<file path="config.mk">
export PLATFORM = sky130hd
export DESIGN_NAME = percent_decode_xml_escape_flat
export DESIGN_NICKNAME = d
export VERILOG_FILES = /design/src/pde_pkg.sv /design/src/pde_if.sv /design/src/pde_apb_regs.sv /design/src/pde_decoder.sv /design/src/pde_emitter.sv /design/src/percent_decode_xml_escape.sv /design/src/flat_wrapper.sv
export SDC_FILE = /design/constraint.sdc
export NUM_CORES = 1
export LEC_CHECK = 0
export ABC_AREA = 1
export ABC_CLOCK_PERIOD_IN_PS = 7600
export BUFFER_PORTS_ARGS = -buffer_cell sky130_fd_sc_hd__buf_2
export CAP_MARGIN = 20
export CORE_MARGIN = 8
export CORE_UTILIZATION = 40
export CTS_CLUSTER_SIZE = 25
export DETAILED_ROUTE_END_ITERATION = 7
export GPL_ROUTABILITY_DRIVEN = 0
export PLACE_DENSITY = 0.65
export SETUP_SLACK_MARGIN = 0.4
export SYNTH_ARGS = -nofsm -noshare
export SYNTH_HDL_FRONTEND = slang
export SYNTH_SLANG_ARGS = --single-unit
</file>
<file path="constraint.sdc">
create_clock -name clk -period 7.6 [get_ports clk]
set_clock_uncertainty 0.15 [all_clocks]
set_input_delay 0 -clock clk [delete_from_list [all_inputs] [get_ports clk]]
set_output_delay 0 -clock clk [all_outputs]
set_load 0.005 [all_outputs]
</file>
<file path="src/pde_pkg.sv">
package pde_pkg;

  typedef logic [7:0] byte_t;

  localparam int RUN_MAX = 7;
  localparam int TOK_MAX = 3;
  localparam int PADDR_W = 3;

  // Register index taken from paddr[2]
  localparam logic REG_DECODE_ENABLE = 1'b0;

  localparam byte_t CH_NUL  = 8'h00;
  localparam byte_t CH_HASH = 8'h23;
  localparam byte_t CH_PCT  = 8'h25;
  localparam byte_t CH_AMP  = 8'h26;
  localparam byte_t CH_ZERO = 8'h30;
  localparam byte_t CH_SEMI = 8'h3B;
  localparam byte_t CH_LT   = 8'h3C;
  localparam byte_t CH_GT   = 8'h3E;
  localparam byte_t CH_A    = 8'h61;
  localparam byte_t CH_G    = 8'h67;
  localparam byte_t CH_L    = 8'h6C;
  localparam byte_t CH_M    = 8'h6D;
  localparam byte_t CH_P    = 8'h70;
  localparam byte_t CH_T    = 8'h74;

  typedef struct packed {
    logic [RUN_MAX-1:0][7:0] bytes;
    logic [2:0]              cnt;
    logic                    last;
  } run_t;

  // Bit 4 set: not a hex digit; bits 3:0 the digit value otherwise
  function automatic logic [4:0] hex_val(byte_t b);
    logic [4:0] r;
    r = 5'h10;
    if (b >= 8'h30 && b <= 8'h39) r = {1'b0, 4'(b - 8'h30)};
    else if (b >= 8'h41 && b <= 8'h46) r = {1'b0, 4'(b - 8'h37)};
    else if (b >= 8'h61 && b <= 8'h66) r = {1'b0, 4'(b - 8'h57)};
    return r;
  endfunction

  function automatic logic [2:0] esc_len(byte_t b);
    logic [2:0] r;
    case (b)
      CH_LT:   r = 3'd4;
      CH_GT:   r = 3'd4;
      CH_AMP:  r = 3'd5;
      CH_NUL:  r = 3'd5;
      default: r = 3'd1;
    endcase
    return r;
  endfunction

  // Character k of the escaped form of b
  function automatic byte_t esc_char(byte_t b, logic [2:0] k);
    byte_t r;
    r = CH_SEMI;
    case (b)
      CH_LT: begin
        case (k)
          3'd0:    r = CH_AMP;
          3'd1:    r = CH_L;
          3'd2:    r = CH_T;
          default: r = CH_SEMI;
        endcase
      end
      CH_GT: begin
        case (k)
          3'd0:    r = CH_AMP;
          3'd1:    r = CH_G;
          3'd2:    r = CH_T;
          default: r = CH_SEMI;
        endcase
      end
      CH_AMP: begin
        case (k)
          3'd0:    r = CH_AMP;
          3'd1:    r = CH_A;
          3'd2:    r = CH_M;
          3'd3:    r = CH_P;
          default: r = CH_SEMI;
        endcase
      end
      CH_NUL: begin
        case (k)
          3'd0:    r = CH_AMP;
          3'd1:    r = CH_HASH;
          3'd2:    r = CH_ZERO;
          3'd3:    r = CH_ZERO;
          default: r = CH_SEMI;
        endcase
      end
      default: r = b;
    endcase
    return r;
  endfunction

endpackage

</file>
<file path="src/pde_if.sv">
interface pde_in_if;
  logic       valid;
  logic       ready;
  logic [7:0] in_byte;
  logic       in_last;

  modport source (output valid, output in_byte, output in_last, input ready);
  modport sink (input valid, input in_byte, input in_last, output ready);
endinterface

interface pde_out_if;
  logic       valid;
  logic       ready;
  logic [7:0] out_byte;
  logic       run_last;
  logic       message_end;

  modport source (output valid, output out_byte, output run_last, output message_end,
                  input ready);
  modport sink (input valid, input out_byte, input run_last, input message_end,
                output ready);
endinterface

</file>
<file path="src/pde_apb_regs.sv">
module pde_apb_regs (
  input  logic                       clk,
  input  logic                       rst,
  input  logic                       psel,
  input  logic                       penable,
  input  logic                       pwrite,
  input  logic [pde_pkg::PADDR_W-1:0] paddr,
  input  logic [31:0]                pwdata,
  output logic [31:0]                prdata,
  output logic                       pready,
  output logic                       decode_enable
);
  import pde_pkg::*;

  logic wr_en;

  assign pready = 1'b1;
  assign wr_en  = psel && penable && pwrite && (paddr[2] == REG_DECODE_ENABLE);

  always_ff @(posedge clk) begin
    if (rst) begin
      decode_enable <= 1'b1;
    end else if (wr_en) begin
      decode_enable <= pwdata[0];
    end
  end

  assign prdata = (paddr[2] == REG_DECODE_ENABLE) ? {31'd0, decode_enable} : 32'd0;
endmodule

</file>
<file path="src/pde_decoder.sv">
module pde_decoder (
  input  logic          clk,
  input  logic          rst,
  input  logic          decode_enable,
  input  logic          take,
  input  logic [7:0]    in_byte,
  input  logic          in_last,
  output pde_pkg::run_t run
);
  import pde_pkg::*;

  localparam logic [1:0] PH_IDLE  = 2'd0;
  localparam logic [1:0] PH_PCT   = 2'd1;
  localparam logic [1:0] PH_DIGIT = 2'd2;

  logic [1:0] decode_phase, decode_phase_next;
  byte_t      pending_digit, pending_digit_next;

  logic [1:0]              ph;
  logic [4:0]              hb;
  logic [4:0]              hp;
  logic                    is_hex;
  logic [TOK_MAX-1:0][7:0] tok;
  logic [1:0]              ntok;
  logic [2:0]              l0, l1, l2;
  logic [3:0]              o2, total;

  always_comb begin
    ph     = (decode_phase == PH_PCT || decode_phase == PH_DIGIT) ? decode_phase : PH_IDLE;
    hb     = hex_val(in_byte);
    hp     = hex_val(pending_digit);
    is_hex = !hb[4];
    tok    = '0;
    ntok   = 2'd0;
    decode_phase_next  = ph;
    pending_digit_next = pending_digit;

    // Release held characters on a broken escape or with decoding off
    if (!decode_enable || (ph != PH_IDLE && !is_hex)) begin
      if (ph != PH_IDLE) begin
        tok[ntok] = CH_PCT;
        ntok      = ntok + 2'd1;
      end
      if (ph == PH_DIGIT) begin
        tok[ntok] = pending_digit;
        ntok      = ntok + 2'd1;
      end
      decode_phase_next  = PH_IDLE;
      pending_digit_next = '0;
    end

    if (decode_enable && ph == PH_PCT && is_hex) begin
      decode_phase_next  = PH_DIGIT;
      pending_digit_next = in_byte;
    end else if (decode_enable && ph == PH_DIGIT && is_hex) begin
      tok[ntok]          = {hp[3:0], hb[3:0]};
      ntok               = ntok + 2'd1;
      decode_phase_next  = PH_IDLE;
      pending_digit_next = '0;
    end else if (decode_enable && in_byte == CH_PCT) begin
      decode_phase_next  = PH_PCT;
      pending_digit_next = '0;
    end else begin
      tok[ntok]          = in_byte;
      ntok               = ntok + 2'd1;
      decode_phase_next  = PH_IDLE;
      pending_digit_next = '0;
    end

    // Final byte: flush whatever is still held
    if (in_last) begin
      if (decode_phase_next != PH_IDLE) begin
        tok[ntok] = CH_PCT;
        ntok      = ntok + 2'd1;
      end
      if (decode_phase_next == PH_DIGIT) begin
        tok[ntok] = pending_digit_next;
        ntok      = ntok + 2'd1;
      end
      decode_phase_next  = PH_IDLE;
      pending_digit_next = '0;
    end
  end

  // Lay the escaped tokens out one after another
  always_comb begin
    l0    = (ntok > 2'd0) ? esc_len(tok[0]) : 3'd0;
    l1    = (ntok > 2'd1) ? esc_len(tok[1]) : 3'd0;
    l2    = (ntok > 2'd2) ? esc_len(tok[2]) : 3'd0;
    o2    = {1'b0, l0} + {1'b0, l1};
    total = o2 + {1'b0, l2};
    for (int j = 0; j < RUN_MAX; j++) begin
      if (4'(j) < {1'b0, l0}) begin
        run.bytes[j] = esc_char(tok[0], 3'(j));
      end else if (4'(j) < o2) begin
        run.bytes[j] = esc_char(tok[1], 3'(4'(j) - {1'b0, l0}));
      end else begin
        run.bytes[j] = esc_char(tok[2], 3'(4'(j) - o2));
      end
    end
    run.cnt  = total[2:0];
    run.last = in_last;
  end

  always_ff @(posedge clk) begin
    if (rst) begin
      decode_phase  <= PH_IDLE;
      pending_digit <= '0;
    end else if (take) begin
      decode_phase  <= decode_phase_next;
      pending_digit <= pending_digit_next;
    end
  end
endmodule

</file>
<file path="src/pde_emitter.sv">
module pde_emitter (
  input  logic          clk,
  input  logic          rst,
  input  logic          load,
  input  pde_pkg::run_t run,
  output logic          free,
  pde_out_if.source     esc
);
  import pde_pkg::*;

  logic [RUN_MAX-1:0][7:0] run_buf;
  logic [2:0]              cnt;
  logic                    run_end;
  logic                    c_ready;
  logic                    emit;

  assign c_ready = !esc.valid || esc.ready;
  assign emit    = (cnt != 3'd0) && c_ready;
  assign free    = (cnt == 3'd0) || (emit && cnt == 3'd1);

  always_ff @(posedge clk) begin
    if (rst) begin
      cnt <= 3'd0;
    end else if (load) begin
      cnt <= run.cnt;
    end else if (emit) begin
      cnt <= cnt - 3'd1;
    end
  end

  always_ff @(posedge clk) begin
    if (load) begin
      run_buf <= run.bytes;
      run_end <= run.last;
    end else if (emit) begin
      run_buf <= run_buf >> 8;
    end
  end

  always_ff @(posedge clk) begin
    if (rst) begin
      esc.valid <= 1'b0;
    end else if (c_ready) begin
      esc.valid <= emit;
    end
  end

  always_ff @(posedge clk) begin
    if (emit) begin
      esc.out_byte    <= run_buf[0];
      esc.run_last    <= (cnt == 3'd1);
      esc.message_end <= (cnt == 3'd1) && run_end;
    end
  end
endmodule

</file>
<file path="src/percent_decode_xml_escape.sv">
// Percent decoder and XML escaper for a byte stream. Each input item is one text byte plus a
// flag on the final byte of a message; with decode_enable set (register 0, reset 1) a '%'
// followed by two hex digits becomes the encoded byte, and every byte that comes out of the
// decoder is XML-escaped ('<' '>' '&' NUL become &lt; &gt; &amp; &#00;). Each input item gives
// 0 to 7 output items; run_last marks the last output item of an input item and message_end
// the last one of a message. Dataflow: an input item enters an input register, is decoded
// and expanded combinationally into a run buffer, which drains one byte a cycle into the
// output register while the output is not stalled. The run buffer and its single-byte
// output register set the rate: bytes that need no escape and items held by the decoder flow
// at one item per cycle while the output is not stalled, and an item that yields 4 or 5 bytes
// for an entity holds the output until they are sent. Configuration is to be written over the
// APB port only while the block is idle; the block itself does not enforce this.
module percent_decode_xml_escape (
  input  logic                        clk,
  input  logic                        rst,
  input  logic                        psel,
  input  logic                        penable,
  input  logic                        pwrite,
  input  logic [pde_pkg::PADDR_W-1:0] paddr,
  input  logic [31:0]                 pwdata,
  output logic [31:0]                 prdata,
  output logic                        pready,
  pde_in_if.sink                      raw,
  pde_out_if.source                   esc
);
  import pde_pkg::*;

  logic       decode_enable;
  logic       a_valid;
  byte_t      a_byte;
  logic       a_last;
  logic       a_adv;
  logic       run_free;
  run_t       run;

  pde_apb_regs u_regs (
    .clk           (clk),
    .rst           (rst),
    .psel          (psel),
    .penable       (penable),
    .pwrite        (pwrite),
    .paddr         (paddr),
    .pwdata        (pwdata),
    .prdata        (prdata),
    .pready        (pready),
    .decode_enable (decode_enable)
  );

  // Advance the held item when its run fits: an item that yields nothing only updates state
  assign a_adv     = a_valid && ((run.cnt == 3'd0) || run_free);
  assign raw.ready = !a_valid || a_adv;

  always_ff @(posedge clk) begin
    if (rst) begin
      a_valid <= 1'b0;
    end else if (raw.ready) begin
      a_valid <= raw.valid;
    end
  end

  // Hold the input byte until the decoder takes it
  always_ff @(posedge clk) begin
    if (raw.valid && raw.ready) begin
      a_byte <= raw.in_byte;
      a_last <= raw.in_last;
    end
  end

  pde_decoder u_decoder (
    .clk           (clk),
    .rst           (rst),
    .decode_enable (decode_enable),
    .take          (a_adv),
    .in_byte       (a_byte),
    .in_last       (a_last),
    .run           (run)
  );

  pde_emitter u_emitter (
    .clk  (clk),
    .rst  (rst),
    .load (a_adv && (run.cnt != 3'd0)),
    .run  (run),
    .free (run_free),
    .esc  (esc)
  );
endmodule

</file>
<file path="src/flat_wrapper.sv">
// flat-port wrapper written by rule: the top's interface ports become plain ports
module percent_decode_xml_escape_flat import pde_pkg::*;
  (clk, rst, psel, penable, pwrite, paddr, pwdata, prdata, pready, raw_valid, raw_in_byte, raw_in_last, raw_ready, esc_valid, esc_out_byte, esc_run_last, esc_message_end, esc_ready);
  pde_in_if raw_i ();
  pde_out_if esc_i ();
  input  logic clk;
  input  logic rst;
  input  logic psel;
  input  logic penable;
  input  logic pwrite;
  input  logic [pde_pkg::PADDR_W-1:0] paddr;
  input  logic [31:0] pwdata;
  output logic [31:0] prdata;
  output logic pready;
  input wire logic [$bits(raw_i.valid)-1:0] raw_valid;
  input wire logic [$bits(raw_i.in_byte)-1:0] raw_in_byte;
  input wire logic [$bits(raw_i.in_last)-1:0] raw_in_last;
  output wire logic [$bits(raw_i.ready)-1:0] raw_ready;
  output wire logic [$bits(esc_i.valid)-1:0] esc_valid;
  output wire logic [$bits(esc_i.out_byte)-1:0] esc_out_byte;
  output wire logic [$bits(esc_i.run_last)-1:0] esc_run_last;
  output wire logic [$bits(esc_i.message_end)-1:0] esc_message_end;
  input wire logic [$bits(esc_i.ready)-1:0] esc_ready;
  assign raw_i.valid = raw_valid;
  assign raw_i.in_byte = raw_in_byte;
  assign raw_i.in_last = raw_in_last;
  assign raw_ready = raw_i.ready;
  assign esc_valid = esc_i.valid;
  assign esc_out_byte = esc_i.out_byte;
  assign esc_run_last = esc_i.run_last;
  assign esc_message_end = esc_i.message_end;
  assign esc_i.ready = esc_ready;
  percent_decode_xml_escape u_core (.clk(clk), .rst(rst), .psel(psel), .penable(penable), .pwrite(pwrite), .paddr(paddr), .pwdata(pwdata), .prdata(prdata), .pready(pready), .raw(raw_i), .esc(esc_i));
endmodule
</file>
### Yosys cells after proc, flatten, opt, wreduce, memory -nomap -nowiden

Cells that the tools add are included.

* logic and storage cells: 372
* memories: 0
* input port bits: 51
* bits in registers: 92
* RAM bits: 0
* ROM bits: 0
* latch bits: 0

* equality and inequality tests: 58
* muxes and demuxes: 147
* shift operators: 0
* reductions and logical operators: 80
* $lt $le $gt $ge: 37
* multiply operators: 0
* $add $sub $neg: 27
* bitwise operators: 4
* divide/modulo/power cells: 0

Operators with widths (count)
* $pmux W7 S3: 28
* $pmux W8 S4: 15
* $pmux W7 S4: 14
* $mux W24: 9
* $pmux W5 S3: 14
* $mux W8: 23
* $mux W56: 2
* $bwmux W24: 4
* $eq A3 B2 Y1 const B: 28
* $eq A8 B6 Y1 const B: 10
* $demux W8 S2: 4
* $logic_not A3 Y1: 16
* $pmux W8 S3: 2
* $eq A3 B1 Y1 const B: 15
* $reduce_or A2 Y1: 20
* $ge A8 B7 Y1 const B: 4
* $le A8 B7 Y1 const B: 4
* $mux W2: 13
* $logic_and A1 B1 Y1: 25
* $logic_not A8 Y1: 3
* $pmux W3 S2: 3
* $sub A3 B3 Y3 const A: 6
* $ge A8 B6 Y1 const B: 2
* $le A8 B6 Y1 const B: 2
* other kinds (34): 87

### Longest topological paths before layout

Gate-level depths: netlist of the first run.

* word-level depth: 39
* depth in mapped cells: 48

### Cells and area by module

From an unflattened synthesis of the first run, not the netlist that was laid out.

* cell total of the unflattened synthesis: 1460
* area, all modules: 9470.3 sq um

Modules (own cells, without submodules)
* pde_decoder: sequential area each 200.2 sq um, area an instance 5820.6 sq um, cells an instance 1107, instances 1
* pde_emitter: sequential area each 2092.0 sq um, area an instance 2969.1 sq um, cells an instance 285, instances 1
* percent_decode_xml_escape: sequential area each 290.3 sq um, area an instance 366.6 sq um, cells an instance 22, instances 1
* pde_apb_regs: sequential area each 20.0 sq um, area an instance 314.1 sq um, cells an instance 46, instances 1

### Least setup slack after synthesis of the first run

No wires, ideal clock.

* path kind: register to register
* from: reg u_core.a_byte[0]
* to: reg u_core.u_emitter.run_buf[0] (netlist name) (enable)
* data arrival time: 5.881 ns
* stages on the path, launching flop included: 37
* library setup time: 0.415 ns
* setup slack: 1.154 ns
* clock period less this slack: 6.446 ns
* buffers on the path: 1
* cell sequence: edfxtp_1 inv_1 ha_1 nand2_1 nor2_1 nor2_1 nand2_2 nand3_1 nand2_2 nand2_1 inv_1 ha_1 inv_1 nor2_1 clkinv_1 o21ai_0 nand2_1 o21ai_1 inv_1 nand2_1 nand2_1 inv_1 nor2_1 nand2_2 inv_2 nor2_1 inv_1 ha_1 ha_1 ha_1 xor2_1 inv_1 nand3_1 nand3_2 nand3_2 buf_2 nand2_1

* word-level cells in the longest chain between the ends: 34
* elaborated cells on any way between the ends: 103
* classes of those cells: add/sub: 8; order compare: 15; eq/ne: 11; mux: 38; bitwise: 3; reduce/logical: 28

RTL lines
* start: declaration: line percent_decode_xml_escape.sv:30 `byte_t a_byte;`
* start signal: assignment: line percent_decode_xml_escape.sv:64 `a_byte <= raw.in_byte;`
* branches (longest 28 deep; another with $ge A8 B7 Y1)
* $add A3 B3 Y3 (*): line pde_decoder.sv:91 `total = o2 + {1'b0, l2};`
* $logic_not A3 Y1: line percent_decode_xml_escape.sv:50 `assign a_adv = a_valid && ((run.cnt == 3'd0) || run_free);`
* $logic_or A1 B1 Y1: line percent_decode_xml_escape.sv:50
* $logic_and A1 B1 Y1: line percent_decode_xml_escape.sv:50
* $logic_and A1 B1 Y1 (*): line percent_decode_xml_escape.sv:82 `.load (a_adv && (run.cnt != 3'd0)),`
* $reduce_bool A2 Y1 (no line) (*)
* end signal: assignment: line pde_emitter.sv:33 `run_buf <= run.bytes;`
* end signal: assignment: line pde_emitter.sv:36 `run_buf <= run_buf >> 8;`
* end: declaration: line pde_emitter.sv:11 `logic [RUN_MAX-1:0][7:0] run_buf;`

Every way passes the cells marked *. The select of a mux whose other input is x is not followed.
A chain may end at the register's enable or synchronous reset.

### Worst setup path after layout of the first run

* from: reg u_core.a_byte[1]
* to: reg u_core.u_emitter.run_buf[16] (netlist name) (data pin)

* word-level cells in the longest chain between the ends: 36
* elaborated cells on any way between the ends: 130
* classes of those cells: add/sub: 10; order compare: 17; eq/ne: 17; mux: 52; bitwise: 3; reduce/logical: 31

RTL lines
* branches (longest 35 deep; another with $ge A8 B7 Y1)
* $mux W56 (*): line pde_emitter.sv:32 `if (load) begin`

Marks and branches as above.

==> metrics.yaml, run 1 <==
numCtsBuffers: 9
synth_cell_type_count: 44
syn_area_mm2: 0.00913
required_ns: 7.57
start_util: 0.406
combPwrFrac: 0.416
max-slew-margin-rel: 0.520
busiest_layer: "met2"
clk_pin_slew_worst_paths_ns: 0.07
hold_viol_final: 0
crit_type: "register to register"
first_pass_iters: 6
cp-end-kind: "register"
vias: 9860
antenna_cells: 0
drive_above_1_share: 0.0939
ant_nets: 0
rows: 55
die_width_um: 167
cp.arrival_ns: 6.70
max_freq_mhz: 149
status: "finished clean"
min_period_ns: 6.73
power.density_mw_per_mm2: 239
tns_ns: 0
antenna_found_initial: 0
postSynth.asyncResetShare: 0
synth.largest_area_cell: "edfxtp_1"
synth_edf_count: 76
drt-total-wl_um: 30400
swShare: 0.403
synth-seq-cells: 92
reg2reg_depth: 46
clk_path_buf_depth: 2
yosysTopAreaCellShare: 0.250
r2r-end: "u_core.u_emitter.run_buf[16]$_DFFE_PP_"
hp-class: "primary input to output port"
stdcell_area_mm2: 0.00993
core-area_mm2: 0.0225
clkSinkCount: 92
timing.rr.start: "u_core.a_byte[1]$_DFFE_PP_"
cap_violations: 0
syn_avg_cell_area_um2: 6.47
seq_power_share: 0.396
ys_seq_area_frac: 0.285
synth_area_leaders: "edfxtp_1 (25%), nand2_1 (17%), nand3_1 (7.4%), inv_1 (6.0%), ha_1 (5.9%)"
tightest_slew_ns: 0.719
n_fill_cell: 2408
root_buffer: "clkbuf_16"
grt_overflow: 0
die_y_um: 167
grt_max_degree: 63
grt_pass1_wl_um: 47800
cpMostUsedCell: "nand2_1"
slew_violations: 0
vias_per_cell: 5.69
rsz0062_at_grt: "yes"
p_leak_nw: 4.76
drt_iter0_drc: 1637
critPathMaxStageDelay_ns: 0.57
nets: 1541
critPathMaxFanout: 10
finalSetupViolCount: 0
synth-main-ff-cell: "edfxtp_1"
r2r_slack_ns: 0.87
syn_to_final_growth_pct: 8.83
worstHoldPathCells: 3
dp_hpwl_um: 23000
holdPathEnd: "prdata[0]"
p_sw_mw: 0.957
ios: 96
start_kind: "register"
remaining_drc_errors: 0
cts_tree: "yes"
dieArea_mm2: 0.0279
grtUsageMet1: 0.281
grt_pass1_vias: 8720
placed_area_mm2: 0.00943
irDropWorstVdd_mv: 0.189
hp-start: "paddr[2]"
grtUsageMet2: 0.326
clkLatencyLatePin_ns: 0.35
synth_cells: 1411
synth_warnings: 0
htree_levels: 3
fin_crit_sh: 0.885
pwr-share-clk: 0.188
track_usage: 0.211
cpMaxStageDelayCell: "fa_2"
p_int_mw: 1.42
grt_use_met3: 0.0532
placement.io_buffers: 30
routedWlPerCell_um: 17.5
logic make-up after synthesis:
| logic type | after synthesis | synth area share |
|---|---|---|
| and+or+nand+nor | 793 | 0.382 |
| xor gates and xnor gates | 2 | 0.00192 |
| other | 2 | 0.000823 |
| DFF | 92 | 0.285 |
| AOI/OAI and AO/OA | 236 | 0.143 |
| adders and majority gates | 47 | 0.0677 |
| buffers and inverters | 239 | 0.120 |
Yosys cell counts, types with 6 or more instances:
library cell / n
nand3_2: 9
inv_2: 14
nor2_2: 10
buf_2: 17
o211ai_1: 14
clkbuf_1: 15
o21ai_0: 104
nand3b_1: 6
nor2_1: 137
ha_1: 43
inv_1: 147
o2111ai_1: 6
nand2_2: 14
buf_4: 37
nand2_1: 421
dfxtp_1: 16
o22ai_1: 13
a21oi_1: 59
nor3_1: 9
edfxtp_1: 76
o21ai_1: 28
nand3_1: 135
nand4_1: 38
worst max path at each step:
stage          slack [ns]                                     end                       start
6_report             0.87  u_core.u_emitter.run_buf[16]$_DFFE_PP_  u_core.a_byte[1]$_DFFE_PP_
5_1_grt              0.34  u_core.u_emitter.run_buf[16]$_DFFE_PP_  u_core.a_byte[1]$_DFFE_PP_
3_3_place_gp         0.68  u_core.u_emitter.run_buf[16]$_DFFE_PP_  u_core.a_byte[1]$_DFFE_PP_
4_1_cts              0.52  u_core.u_emitter.run_buf[16]$_DFFE_PP_  u_core.a_byte[1]$_DFFE_PP_
2_1_floorplan        1.15   u_core.u_emitter.run_buf[0]$_DFFE_PP_  u_core.a_byte[0]$_DFFE_PP_
3_5_place_dp         0.58  u_core.u_emitter.run_buf[16]$_DFFE_PP_  u_core.a_byte[1]$_DFFE_PP_
flip-flops by register name, indices dropped and copies added (netlist names):
name / flops
u_core.u_emitter.esc.valid: 1
u_core.u_emitter.run_end: 1
u_core.u_emitter.cnt: 3
u_core.a_last: 1
u_core.u_emitter.esc.out_byte: 8
u_core.u_emitter.run_buf: 56
u_core.u_regs.decode_enable: 1
u_core.u_emitter.esc.run_last: 1
u_core.u_decoder.pending_digit: 8
u_core.a_valid: 1
u_core.u_decoder.decode_phase: 2
u_core.a_byte: 8
u_core.u_emitter.esc.message_end: 1
timing repair:
| action | in CTS | in global routing |
|---|---|---|
| endpoints found under the setup margin | 0 | 134 |
| hold buffers | 17 | 0 |
| gates resized for setup | 0 | 12 |
| endpoints found under the hold margin | 23 | 0 |
| buffers inserted | 0 | 2 |
worst max-delay path, delay by kind of cell, from the launching register on:
kind            cells  cell delay, ns
flops               1            0.42
buf+inv            12            1.26
compound gates      2            0.32
simple gates       28            3.02
fa+ha+maj           4            1.30
cell usage in the layout (no fill, tap or decap), types with 30 or more instances in the layout:
cell type and instances:
buf_2 30, inv_1 145, nand2_1 420, edfxtp_1 76, conb_1 32, nand4_1 38
a21oi_1 59, ha_1 43, nand3_1 135, o21ai_0 104, nor2_1 132
per-layer routing:
layer | vias to the layer above | part of all wire
li1 | 4672 | -
met1 | 4465 | 0.42
met2 | 651 | 0.44
met3 | 72 | 0.11
met4 | 0 | 0.030
met5 | - | 0
area by class of cell:
| type | instances | area (um2) | area share |
|---|---|---|---|
| Clock buffer | 9 | 225 | 0.0227 |
| Multi-Input combinational cell | 1110 | 5560 | 0.560 |
| Clock inverter | 7 | 71.3 | 0.00718 |
| Timing Repair Buffer | 65 | 493 | 0.0496 |
| Tap cell | 285 | 357 | 0.0359 |
| Sequential cell | 92 | 2600 | 0.262 |
| Inverter | 165 | 624 | 0.0629 |
power groups by stage:
stage	Combinational [mW]	Clock [mW]	Sequential, mW
after floorplan	0.681	0	0.947
after global placement	0.939	0	0.949
after detailed placement	0.952	0	0.954
after CTS	0.966	0.457	0.943
after global routing	1.10	0.475	0.961
final	0.988	0.446	0.941
metrics by stage:
stage | hold slack, ns | total power [mW] | setup WS [ns] | utilization | cells
after floorplan | -0.119 | 1.63 | 1.15 | - | 1441
after global placement | 0.0261 | 1.89 | 0.679 | 0.419 | 1698
after detailed placement | 0.0286 | 1.91 | 0.582 | 0.419 | 1698
after CTS | 0.0932 | 2.37 | 0.525 | 0.440 | 1731
after global routing | 0.115 | 2.54 | 0.339 | 0.441 | 1733
final | 0.0900 | 2.37 | 0.871 | 0.441 | 1733
Note: power is estimated with default switching activity, not from simulation.
==> run 2: changes to the inputs <==
--- a/config.mk
+++ b/config.mk
@@ -8,9 +8,9 @@
 export ABC_AREA = 1
 export ABC_CLOCK_PERIOD_IN_PS = 7600
 export BUFFER_PORTS_ARGS = -buffer_cell sky130_fd_sc_hd__buf_2
-export CAP_MARGIN = 20
 export CORE_MARGIN = 8
 export CORE_UTILIZATION = 40
+export CTS_BUF_LIST = sky130_fd_sc_hd__clkbuf_4
 export CTS_CLUSTER_SIZE = 25
 export DETAILED_ROUTE_END_ITERATION = 7
 export GPL_ROUTABILITY_DRIVEN = 0
==> metrics.yaml, run 2 (synthesis results as in run 1) <==
status: "complete, but fails checks"
violations: "design-rule violations"
hp-class: "primary input to register"
die_y_um: 167  # unchanged
timing.rr.start: "u_core.a_byte[1]$_DFFE_PP_"
slew_violations: 0  # unchanged
antenna_found_initial: 1  # +1
tns_ns: 0  # unchanged
final_core_util: 0.435  # -0.00634
worstHoldPathCells: 2  # -1
cpMaxStageDelayCell: "fa_2"
grt_pass1_wl_um: 47800  # about the same
cp-end-kind: "register"
hold_viol_final: 0  # unchanged
numCtsBuffers: 9  # unchanged
min_period_ns: 6.67  # -0.0614 ns
finalSetupViolCount: 0  # unchanged
place_inst: 1698  # unchanged
nets: 1543  # +0.13%
hp-start: "raw_in_byte[0]"
p_int_mw: 1.26  # -11%
grt_pass1_vias: 8759  # +0.45%
ant_nets: 0  # unchanged
track_usage: 0.212  # +0.000301
irDropWorstVdd_mv: 0.215  # +14%
cts_tree: "yes"
drt_iter0_drc: 1512  # -7.6%
holdPathEnd: "u_core.a_byte[0]$_DFFE_PP_"
layout_common_cells: "nand2_1 (420), inv_1 (146), nand3_1 (135)"
power.density_mw_per_mm2: 224  # -6.2%
max-slew-margin-rel: 0.477  # -0.0428
cp.arrival_ns: 6.80  # +0.10 ns
clkLatencyLatePin_ns: 0.50  # +0.15 ns
critPathMaxFanout: 8  # -2
clkSinkCount: 92  # unchanged
grt_max_degree: 63  # unchanged
die_width_um: 167  # unchanged
remaining_drc_errors: 2  # +2
combPwrFrac: 0.449  # +0.033
fin_crit_sh: 0.877  # -0.00808
rsz0062_at_grt: "no"
drt-total-wl_um: 30300  # -0.39%
multiInputGateArea_mm2: 0.00556  # unchanged
largest_reg_flops: 56  # unchanged
pwr-share-clk: 0.124  # -0.064
setup_slack_ns: 0.933  # +0.0614 ns
placement.io_buffers: 30  # unchanged
required_ns: 7.73  # +0.16 ns
clk_pin_slew_worst_paths_ns: 0.17  # +0.10 ns
reg2reg_depth: 40  # -13%
ios: 96  # unchanged
cpMostUsedCell: "nand2_1"
r2r-end: "u_core.u_emitter.run_buf[16]$_DFFE_PP_"
first_pass_iters: 8  # +2
cap_violations: 0  # unchanged
final_common_cell: "nand2_1"
swShare: 0.426  # +0.0229
grt_overflow: 0  # unchanged
place_ws_ns: 0.582  # unchanged
clk_path_buf_depth: 2  # unchanged
max_freq_mhz: 150  # +0.92%
start_kind: "register"
crit_type: "register to register"
regMostFlops: "u_core.u_emitter.run_buf"
dieArea_mm2: 0.0279  # unchanged
instances_no_fill: 1736  # +0.17%
vias: 9815  # -0.46%
critPathMaxStageDelay_ns: 0.59  # +0.02 ns
rows: 55  # unchanged
n_fill_cell: 2429  # +0.87%
start_util: 0.406  # unchanged
routedWlPerCell_um: 17.4  # -0.57%
dp_hpwl_um: 23000  # unchanged
r2r_slack_ns: 0.93  # +0.06 ns
register_area_mm2: 0.00260  # unchanged
vias_per_cell: 5.65  # -0.63%
htree_levels: 3  # unchanged
p_sw_mw: 0.934  # -2.3%
seq_power_share: 0.428  # +0.032
root_buffer: "clkbuf_4"
tightest_slew_ns: 0.783  # +0.0641 ns
drive_above_1_share: 0.0945  # +0.000560
core-area_mm2: 0.0225  # unchanged
p_leak_nw: 4.70  # -1.2%
whs_ns: 0.0613  # -0.0287 ns
syn_to_final_growth_pct: 7.27
run 2: changes by cell type in the layout (fill, tap and decap cells not counted), sizes merged:
cell | before | now
buf | 48 | 50
diode | 0 | 1
run 2: worst max-delay path by stage:
stage	startpoint	end	slack (ns)	cells past startpoint
after detailed placement	u_core.a_byte[1]$_DFFE_PP_	u_core.u_emitter.run_buf[16]$_DFFE_PP_	0.58	45
after CTS	u_core.a_byte[1]$_DFFE_PP_	u_core.u_emitter.run_buf[16]$_DFFE_PP_	0.52	45
final	u_core.a_byte[1]$_DFFE_PP_	u_core.u_emitter.run_buf[16]$_DFFE_PP_	0.93	40
after floorplan	u_core.a_byte[0]$_DFFE_PP_	u_core.u_emitter.run_buf[0]$_DFFE_PP_	1.15	36
after global routing	u_core.a_byte[1]$_DFFE_PP_	u_core.u_emitter.run_buf[16]$_DFFE_PP_	0.41	46
after global placement	u_core.a_byte[1]$_DFFE_PP_	u_core.u_emitter.run_buf[16]$_DFFE_PP_	0.68	45
run 2: worst max-delay path: cells and delay by family (launching register included):
kind | cells | cell delay, ns
AND/OR/NAND/NOR | 26 | 3.18
adder cells (fa/ha/maj) | 4 | 1.31
AO/OA/AOI/OAI | 2 | 0.33
flip-flops | 1 | 0.45
buffers and inverters | 8 | 1.00
run 2: cell type report:
type / count / area share
Tap cell: 285 / 0.0364
Inverter: 165 / 0.0635
Antenna cell: 1 / 0.000256
Clock inverter: 7 / 0.00729
Sequential cell: 92 / 0.266
Clock buffer: 9 / 0.00690
Multi-Input combinational cell: 1110 / 0.568
Timing Repair Buffer: 67 / 0.0519
run 2: timing repair:
| item | 4_1_cts | 5_1_grt |
|---|---|---|
| endpoints found under the setup margin | 0 | 135 |
| buffers inserted | 0 | 4 |
| hold buffers | 17 | 0 |
| resized for setup | 0 | 9 |
| hold endpoints to repair | 34 | 0 |
run 2: metrics by stage:
| step | total power [mW] | instance area (um2) |
|---|---|---|
| floorplan | 1.63 | 9240 |
| global placement | 1.89 | 9430 |
| detailed placement | 1.91 | 9430 |
| CTS | 2.19 | 9740 |
| global route | 2.36 | 9790 |
| finish | 2.19 | 9790 |
run 2: metal layers:
metal | global-route usage | part of all wire | vias to the layer above
met1 | 0.281 | 0.42 | 4394
met4 | 0.0909 | 0.040 | 0
met5 | 0 | 0 | -
met3 | 0.0544 | 0.12 | 105
met2 | 0.320 | 0.43 | 629
li1 | - | - | 4687
run 2: power groups by stage:
stage / clock, mW / combinational [mW] / sequential [mW]
after floorplan: 0 / 0.681 / 0.947
after global placement: 0 / 0.939 / 0.949
after detailed placement: 0 / 0.952 / 0.954
after CTS: 0.282 / 0.966 / 0.941
after global routing: 0.302 / 1.10 / 0.959
final: 0.271 / 0.985 / 0.938
==> run 3: changes to the inputs <==
--- a/config.mk
+++ b/config.mk
@@ -8,6 +8,7 @@
 export ABC_AREA = 1
 export ABC_CLOCK_PERIOD_IN_PS = 7600
 export BUFFER_PORTS_ARGS = -buffer_cell sky130_fd_sc_hd__buf_2
+export CORE_ASPECT_RATIO = 0.5
 export CORE_MARGIN = 8
 export CORE_UTILIZATION = 40
 export CTS_BUF_LIST = sky130_fd_sc_hd__clkbuf_4
@@ -16,6 +17,7 @@
 export GPL_ROUTABILITY_DRIVEN = 0
 export PLACE_DENSITY = 0.65
 export SETUP_SLACK_MARGIN = 0.4
+export SKIP_LAST_GASP = 1
 export SYNTH_ARGS = -nofsm -noshare
 export SYNTH_HDL_FRONTEND = slang
 export SYNTH_SLANG_ARGS = --single-unit
==> constraint.sdc (replaced) <==
create_clock -name clk -period 7.6 [get_ports clk]
set_clock_uncertainty 0.15 [all_clocks]
set_input_delay 1.14 -clock clk [delete_from_list [all_inputs] [get_ports clk]]
set_output_delay 1.14 -clock clk [all_outputs]
set_load 0.005 [all_outputs]
==> metrics.yaml, run 3 (synthesis results as in run 1) <==
status: "finished clean"
critPathMaxFanout: 9  # +1
irDropWorstVdd_mv: 0.150  # -30%
die_y_um: 123  # -26%
clk_path_buf_depth: 2  # unchanged
hp-class: "register to register"
grt_pass1_wl_um: 47300  # -1.0%
layout_common_cells: "nand2_1 (415), inv_1 (143), nand3_1 (134)"
tns_ns: 0  # unchanged
place_ws_ns: 0.462  # -0.119 ns
final_core_util: 0.429  # -0.00622
drt-total-wl_um: 30200  # -0.18%
required_ns: 6.31  # -1.42 ns
cp-startpoint: "u_core.a_byte[0]$_DFFE_PP_"
nets: 1524  # -1.2%
routedWlPerCell_um: 17.4  # -0.30%
first_pass_iters: 8  # unchanged
grt_pass1_vias: 8811  # +0.59%
cpMostUsedCell: "nand2_2"
antenna_cells: 0  # -1
r2r_slack_ns: 1.01  # +0.08 ns
clkSinkCount: 92  # unchanged
p_leak_nw: 4.63  # -1.5%
slew_violations: 0  # unchanged
reg2reg_depth: 45  # +13%
largest_reg_flops: 56  # unchanged
cp_top_family: "simple AND/OR/NAND/NOR gates"
power_mw: 2.21  # +0.67%
regMostFlops: "u_core.u_emitter.run_buf"
antenna_found_initial: 0  # -1
rows: 39  # -29%
drive_above_1_share: 0.101  # +0.00684
drt_iter0_drc: 1765  # +17%
ant_nets: 0  # unchanged
hold_buffers: 0  # -17
cp.buffers_inverters: 10  # +2
dp_hpwl_um: 23400  # +1.8%
cp-endpoint: "raw_ready"
root_buffer: "clkbuf_4"
power.density_mw_per_mm2: 228  # +1.7%
tightest_slew_ns: 0.770  # -0.0128 ns
r2r-end: "u_core.u_emitter.run_buf[16]$_DFFE_PP_"
fin_crit_sh: 0.888  # +0.0107
cpMaxStageDelayCell: "edfxtp_1"
critPathMaxStageDelay_ns: 0.47  # -0.12 ns
min_period_ns: 6.75  # +0.0815 ns
cp-end-kind: "output port"
grt_max_degree: 63  # unchanged
core-area_mm2: 0.0226  # +0.40%
remaining_drc_errors: 0  # -2
timing.rr.start: "u_core.a_byte[0]$_DFFE_PP_"
ios: 96  # unchanged
track_usage: 0.207  # -0.00504
setup_slack_ns: 0.851  # -0.0815 ns
hold_viol_final: 0  # unchanged
clk_pin_slew_worst_paths_ns: 0.16  # about the same
die_width_um: 230  # +37%
htree_levels: 3  # unchanged
start_kind: "register"
numCtsBuffers: 9  # unchanged
clkLatencyLatePin_ns: 0.48  # -0.02 ns
cp.depth: 36  # -10%
final_common_cell: "nand2_1"
max-slew-margin-rel: 0.485  # +0.00855
cp.arrival_ns: 5.46  # -1.34 ns
placement.io_buffers: 30  # unchanged
crit_type: "register to output port"
start_util: 0.404  # -0.00162
vias_per_cell: 5.66  # +0.19%
rsz0062_at_grt: "no"
grt_overflow: 0  # unchanged
cts_tree: "yes"
dieArea_mm2: 0.0282  # +1.0%
syn_to_final_growth_pct: 6.16
vias: 9845  # +0.31%
max_freq_mhz: 148  # -1.2%
finalSetupViolCount: 0  # unchanged
whs_ns: 0.291  # +0.230 ns
cap_violations: 0  # unchanged
[run 3: cell count changes in the layout (fill, tap and decap cells not counted), sizes merged]
cell,delta
dlygate4sd3,-17
clkinvlp,-1
clkinv,+1
buf,-2
diode,-1
[run 3: per-stage QoR]
stage	cell area (um2)	cells
floorplan	9240	1441
global placement	9420	1718
detailed placement	9420	1718
CTS	9580	1736
global route	9690	1738
finish	9690	1738
[run 3: cell type report]
type | count | area, um2
Clock buffer | 9 | 67.6
Tap cell | 307 | 384
Fill cell | 2381 | 12900
Clock inverter | 7 | 78.8
Inverter | 165 | 628
Multi-Input combinational cell | 1110 | 5630
Sequential cell | 92 | 2600
Timing Repair Buffer | 48 | 298
[run 3: metal layers]
metal,global-route usage,vias up,wire length (um)
li1,-,4638,-
met1,0.291,4421,13000
met2,0.308,661,12400
met3,0.0434,125,3550
met4,0.0801,0,1290
met5,0,-,0
[run 3: power by group]
| group | leakage (nW) | total [mW] | switching [mW] | internal, mW |
|---|---|---|---|---|
| clock | 0.0807 | 0.279 | 0.199 | 0.0804 |
| sequential | 0.886 | 0.944 | 0.0716 | 0.873 |
| combinational | 3.66 | 0.985 | 0.681 | 0.304 |
[run 3: how the worst min path moves through the flow]
stage          cells after the start                                   from  slack [ns]                                          to
3_5_place_dp                       0  u_core.u_emitter.run_buf[5]$_DFFE_PP_        0.26  u_core.u_emitter.esc.out_byte[5]$_DFFE_PP_
5_1_grt                            0  u_core.u_emitter.run_buf[1]$_DFFE_PP_        0.30  u_core.u_emitter.esc.out_byte[1]$_DFFE_PP_
2_1_floorplan                      0  u_core.u_emitter.run_buf[0]$_DFFE_PP_        0.25  u_core.u_emitter.esc.out_byte[0]$_DFFE_PP_
4_1_cts                            0  u_core.u_emitter.run_buf[1]$_DFFE_PP_        0.29  u_core.u_emitter.esc.out_byte[1]$_DFFE_PP_
6_report                           0  u_core.u_emitter.run_buf[1]$_DFFE_PP_        0.29  u_core.u_emitter.esc.out_byte[1]$_DFFE_PP_
3_3_place_gp                       0  u_core.u_emitter.run_buf[6]$_DFFE_PP_        0.25  u_core.u_emitter.esc.out_byte[6]$_DFFE_PP_
[run 3: what timing repair did]
action,CTS,global route
setup endpoints to repair,1,11
buffers inserted,2,2
pin swaps,0,2
gates resized for setup,4,23
